**config.mk**
```make
export PLATFORM = sky130hd
export DESIGN_NAME = mbrp_ctrl
export DESIGN_NICKNAME = d
export VERILOG_FILES = /design/src/sv/mbrp_pkg.sv /design/src/sv/mbrp_ctrl.sv
export SDC_FILE = /design/constraint.sdc
export NUM_CORES = 1
export LEC_CHECK = 0
export CAP_MARGIN = 20
export CORE_AREA = 2 2 39 41
export CTS_BUF_LIST = sky130_fd_sc_hd__clkbuf_16
export CTS_CLUSTER_SIZE = 25
export DETAILED_ROUTE_END_ITERATION = 10
export DIE_AREA = 0 0 41 43
export DONT_BUFFER_PORTS = 1
export HOLD_SLACK_MARGIN = 0.02
export PLACE_DENSITY_LB_ADDON = 0.1
export SETUP_SLACK_MARGIN = 0.15
export SYNTH_ARGS = -nofsm -noshare
export SYNTH_HDL_FRONTEND = slang
export SYNTH_SLANG_ARGS = --single-unit
```
**constraint.sdc**
```tcl
create_clock -name clk -period 0.95 [get_ports clk]
set_input_delay 0 -clock clk [delete_from_list [all_inputs] [get_ports clk]]
set_output_delay 0 -clock clk [all_outputs]
set_load 0.03 [all_outputs]
```
**src/sv/mbrp_pkg.sv**
```systemverilog
package mbrp_pkg;

	localparam int DEF_WINDOW_BYTES    = 9;
	localparam int DEF_MIN_FRAME_BYTES = 7;

	localparam int BYTE_W     = 8;
	localparam int KIND_W     = 2;
	localparam int POS_W      = 18;
	localparam int SPEED_W    = 32;
	localparam int WORD_W     = 16;
	localparam int SPAN_W     = 17;
	localparam int HALF_W     = 15;
	localparam int CFG_IDX_W  = 3;
	localparam int CFG_DATA_W = 17;
	localparam int CRC_W      = 16;

	// frame kinds as seen on the result channel
	localparam logic [KIND_W-1:0] KIND_POSITION = 2'd0;
	localparam logic [KIND_W-1:0] KIND_SPEED    = 2'd1;
	localparam logic [KIND_W-1:0] KIND_ECHO     = 2'd2;

	// configuration register indexes
	localparam logic [CFG_IDX_W-1:0] CFG_DEVICE_ADDRESS = 3'd0;
	localparam logic [CFG_IDX_W-1:0] CFG_READ_CODE      = 3'd1;
	localparam logic [CFG_IDX_W-1:0] CFG_WRITE_CODE     = 3'd2;
	localparam logic [CFG_IDX_W-1:0] CFG_POSITION_SPAN  = 3'd3;
	localparam logic [CFG_IDX_W-1:0] CFG_POSITION_HALF  = 3'd4;

	localparam logic [BYTE_W-1:0] RST_DEVICE_ADDRESS = 8'd1;
	localparam logic [BYTE_W-1:0] RST_READ_CODE      = 8'd3;
	localparam logic [BYTE_W-1:0] RST_WRITE_CODE     = 8'd6;
	localparam logic [SPAN_W-1:0] RST_POSITION_SPAN  = 17'd4096;
	localparam logic [HALF_W-1:0] RST_POSITION_HALF  = 15'd2048;

	localparam logic [BYTE_W-1:0] LEN_POSITION = 8'h02;
	localparam logic [BYTE_W-1:0] LEN_SPEED    = 8'h04;

	localparam int POS_FRAME_BYTES   = 7;
	localparam int SPEED_FRAME_BYTES = 9;
	localparam int ECHO_FRAME_BYTES  = 8;
	// index of the last byte covered by the crc
	localparam int POS_CRC_LAST      = 4;
	localparam int SPEED_CRC_LAST    = 6;

	localparam logic [CRC_W-1:0] CRC_INIT = 16'hFFFF;
	localparam logic [CRC_W-1:0] CRC_POLY = 16'hA001;

	typedef enum logic [2:0] {
		ST_IDLE,
		ST_SCAN,
		ST_CRC,
		ST_CMP,
		ST_EMIT
	} state_t;

	typedef struct packed {
		logic load_byte;
		logic drop_one;
		logic drop_frame;
		logic crc_init;
		logic crc_step;
		logic load_out;
	} cmd_t;

	typedef struct packed {
		logic scan_go;
		logic head_bad;
		logic is_read;
		logic frame_short;
		logic crc_last;
		logic crc_ok;
		logic out_free;
	} status_t;

endpackage

```
**src/sv/mbrp_ctrl.sv**
```systemverilog
module mbrp_ctrl
	import mbrp_pkg::*;
(
	input  logic    clk,
	input  logic    arst_n,
	input  logic    in_valid,
	output logic    in_ready,
	input  status_t status,
	output cmd_t    cmd
);

	state_t state_q, state_next;

	always_ff @(posedge clk or negedge arst_n) begin
		if (!arst_n) begin
			state_q <= ST_IDLE;
		end else begin
			state_q <= state_next;
		end
	end

	always_comb begin
		state_next = state_q;
		unique case (state_q)
			ST_IDLE: begin
				if (in_valid) state_next = ST_SCAN;
			end
			ST_SCAN: begin
				priority if (!status.scan_go) state_next = ST_IDLE;
				else if (status.head_bad) state_next = ST_SCAN;
				else if (status.frame_short) state_next = ST_IDLE;
				else if (status.is_read) state_next = ST_CRC;
				else state_next = ST_EMIT;
			end
			ST_CRC: begin
				if (status.crc_last) state_next = ST_CMP;
			end
			ST_CMP: begin
				state_next = status.crc_ok ? ST_EMIT : ST_SCAN;
			end
			ST_EMIT: begin
				if (status.out_free) state_next = ST_IDLE;
			end
			default: state_next = ST_IDLE;
		endcase
	end

	always_comb begin
		cmd      = '0;
		in_ready = 1'b0;
		unique case (state_q)
			ST_IDLE: begin
				in_ready      = 1'b1;
				cmd.load_byte = in_valid;
			end
			ST_SCAN: begin
				cmd.drop_one = status.scan_go && status.head_bad;
				cmd.crc_init = status.scan_go && !status.head_bad &&
					!status.frame_short && status.is_read;
			end
			ST_CRC: begin
				cmd.crc_step = 1'b1;
			end
			ST_CMP: begin
				cmd.drop_one = !status.crc_ok;
			end
			ST_EMIT: begin
				cmd.load_out   = status.out_free;
				cmd.drop_frame = status.out_free;
			end
			default: begin
				cmd = '0;
			end
		endcase
	end

endmodule

```
* After elaboration in Yosys (flattened, before gate mapping)
Index checks and enable logic that the tools add are counted.
** Storage, ports and cells
- Register bits :: 3
- Bits in latches :: 0
- RAM bits :: 0
- Bits in read-only memories :: 0
- Memories kept :: 0
** Operators by class
- $add $sub $neg :: 0
- $mul :: 0
- Divide/modulo/power cells :: 0
- Magnitude comparators :: 0
- Equal/unequal tests :: 7
- Shifts and indexed selects :: 0
- Multiplexer cells :: 15
- Bitwise gates (word level) :: 0
- Reduce and logical (&&, ||, !) cells :: 9
** Operators by type and width (count)
- $mux W3 :: 8
- $pmux W3 S5 :: 1
- $eq A3 B2 Y1 const B :: 2
- $ne A2 B2 Y1 const B :: 3
- $mux W1 :: 5
- $logic_and A1 B1 Y1 :: 4
- $eq A3 B1 Y1 const B :: 1
- $eq A3 B3 Y1 const B :: 1
- $logic_not A1 Y1 :: 3
- $logic_not A3 Y1 :: 1
- $reduce_and A3 Y1 :: 1
- $pmux W1 S2 :: 1

* Logic depth before layout (Yosys ltp)
- Depth in word-level cells :: 5
- Depth in mapped cells :: 4
- Depth with buffers taken out :: 3

* Worst setup path before layout
No wires, ideal clock.
- Path kind :: reg2out
- Start :: register state_q[1]
- End :: output cmd[5] (netlist name)
- Arrival time :: 1583 ps
- Path slack :: -633 ps
- Stages on the path, launching flop included :: 4
- Cells stage by stage :: dfrtp_1 > buf_6 > nor3_1 > and2_1
** RTL lines
- start: declaration :: line mbrp_ctrl.sv:12 : state_t state_q, state_next;
- start signal: assignment :: line mbrp_ctrl.sv:18 : state_q <= state_next;
- end: declaration :: line mbrp_ctrl.sv:9 : output cmd_t cmd

==> impl_metrics.toml <==
[sta]
skew_ns = 0.00290
fmax_mhz = 758
worstMarginPinSlew_ns = 0.272
finalSetupViolCount = 10
grt_setup_unrepaired = "yes"
relSlewSlack_pct = 81.7
fin_crit_sh_pct = 139
finalHoldViolations = 0
min_period_ns = 1.32
setup_ws_ns = -0.370
drv_slew = 0

[worst_setup_path]
worstPathCellList = "nor4b_4 > and3_4 > buf_6"
slowest_delay_ns = 0.43
critPathArrivalTime_ns = 1.32
path_buf_inv = 1
cp-start-kind = "register"
ff2ff_setup_slack_ns = -0.22
crit_type = "reg -> out"
cp-end-kind = "primary output"
regToRegEndpoint = "state_q[0]$_DFFE_PN0P_"
critical_path.top_delay_family = "simple AND/OR/NAND/NOR gates"
r2r_start = "state_q[1]$_DFFE_PN0P_"
worstPathMaxFanout = 5
crit_required_ns = 0.95
worstRegToRegCells = 4
cp_slowest_cell = "dfrtp_2"

[cts]
root_buffer = "clkbuf_16"
clockBufferDepth = 2
htreeDepth = 1
cts.clk_slew.worst_paths_ns = 0.03
cts.sinks = 3
cts_made_buffers = 3
cts_tree = "yes"
worstSkewPairLatency_ns = 0.23

[global_route]
grt_pass1_vias = 285
overflow = 0
antenna_found_initial = 0
grt_max_degree = 6
grt_pass1_wl_um = 1390
grt.total_usage_pct = 13.0

[die]
die_w_um = 41
core_area_um2 = 1380
rows = 14
dieArea_um2 = 1760
die_h_um = 43
initial_utilization_pct = 16.4
io_pins = 17

[route]
route.detailed.drc = 0
firstDrtPassIters = 4
drt_iter0_markers = 6
ant_nets = 0
vias_per_cell = 4.45
vias = 258
avgRoutedWirePerCell_um = 14.5
wirelength_um = 843

[finish]
top_register = "state_q"
nets = 53
fin_util_pct = 38.9
drive_gt1_share_pct = 73.8
largestRegisters = "state_q x3"
layout_common_cells = "buf_6 (6), buf_4 (6), dlygate4sd3_1 (4)"
largest_register_ff_count = 3
antennaDiodeCount = 0
post-route-cell-area_um2 = 538
area_growth_pct = 138

[logic_synthesis]
yosysUniqueCellTypes = 17
synth_adder_area_share_pct = 0
synthMuxAreaShare_pct = 0
synth_top_family_by_area = "simple AND/OR/NAND/NOR gates"
synth_cells = 24
ys_ff_latch = 3
synth-simple-area-share_pct = 42.5
syn-num-nets = 34
synth_area_per_cell_um2 = 9.44
ys.warnings.count = 0
syn_area_um2 = 226
synth_compound_area_share_pct = 16.0
yosysSeqAreaShare_pct = 33.1
synth_xor_area_share_pct = 0

[power_and_ir_drop]
irDropWorstVdd_mv = 1.03
clockPowerShare_pct = 41.0
p_sw_share_pct = 32.5
seqPwrFrac_pct = 13.0
cellInternalPower_uw = 1110
combPwrFrac_pct = 46.0
power_density_nw_per_um2 = 3060
p_switching_uw = 536
p_leak_uw = 0.000230

[placed_design]
gp_routability_congestion = 0.735
placed_cell_area_um2 = 333
io_buffers = 0
hpwl_um = 544

[run_status]
violations = "negative setup slack"
outcome = "finished with violations"

[hold_path]
min_path_type = "in -> async"

[run]
maxCapViolations = 0
-- synth_stat cells --
master,instances,share of area [%]
a211oi_1,2,6.6
a21o_1,1,3.3
a21oi_1,1,2.2
and2_1,1,2.8
and3_1,2,5.5
buf_4,1,3.3
buf_6,1,5.0
dfrtp_1,3,33
nand2_1,2,3.3
nand3_1,1,2.2
nor2_1,1,1.7
nor2b_1,3,8.3
nor3_1,1,2.2
nor3b_1,1,3.3
nor4b_4,1,10
o221ai_1,1,3.9
or2_1,1,2.8
-- kinds of logic after synthesis --
| kind of cell | count (synthesis) |
|---|---|
| compound gates | 5 |
| simple gates | 14 |
| buf+inv | 2 |
| flops | 3 |
-- metal layers --
| layer | part of all wire (%) | vias up | GRT usage (%) |
|---|---|---|---|
| met5 | 0 | - | 0 |
| met4 | 2.5 | 0 | 10.0 |
| met3 | 8.8 | 2 | 6.28 |
| met2 | 54 | 11 | 18.8 |
| met1 | 34 | 122 | 13.6 |
| li1 | - | 123 | - |
-- final cells by class --
type | instances | area, um^2
fillers | 144 | 846
clock buffers | 3 | 75.1
repair buffers | 16 | 153
clock inverters | 1 | 3.75
multi-input cells | 19 | 208
well taps | 16 | 20.0
flip-flops and latches | 3 | 78.8
-- power groups by stage --
stage	logic, uW	clock network [uW]	registers [uW]
after floorplan	354	0	222
after global placement	565	0	200
after detailed placement	560	0	199
after CTS	759	687	210
after global routing	812	694	217
final	758	675	214
-- metrics by stage --
stage          TNS [ns]  std cells  total power (uW)  hold slack [ns]  setup slack, ns
6_report          -2.48         58              1650           0.0321           -0.370
5_1_grt           -2.95         58              1720           0.0464           -0.412
4_1_cts           -2.36         58              1650           0.0299           -0.332
3_5_place_dp     -0.907         47               760           -0.295           -0.169
3_3_place_gp     -0.911         47               765           -0.295           -0.172
2_1_floorplan    -0.681         24               577           -0.296           -0.232
-- what timing repair did --
item | 4_1_cts | 5_1_grt
endpoints found under the setup margin | 10 | 10
hold buffers | 4 | 0
resized for setup | 16 | 1
buffers inserted | 3 | 0
pin swaps | 4 | 2
hold endpoints to repair | 4 | 0
-- how the worst max path moves through the flow --
stage                                      start                     end  slack (ns)  cells after the start
after floorplan           state_q[1]$_DFFE_PN0P_  state_q[1]$_DFFE_PN0P_       -0.23                      4
after CTS                 state_q[1]$_DFFE_PN0P_                  cmd[2]       -0.33                      3
after detailed placement  state_q[1]$_DFFE_PN0P_  state_q[1]$_DFFE_PN0P_       -0.17                      3
after global routing      state_q[1]$_DFFE_PN0P_                  cmd[2]       -0.41                      3
final                     state_q[1]$_DFFE_PN0P_                  cmd[2]       -0.37                      3
after global placement    state_q[1]$_DFFE_PN0P_  state_q[1]$_DFFE_PN0P_       -0.17                      3
No activity file was read; power rests on OpenSTA's default activity.
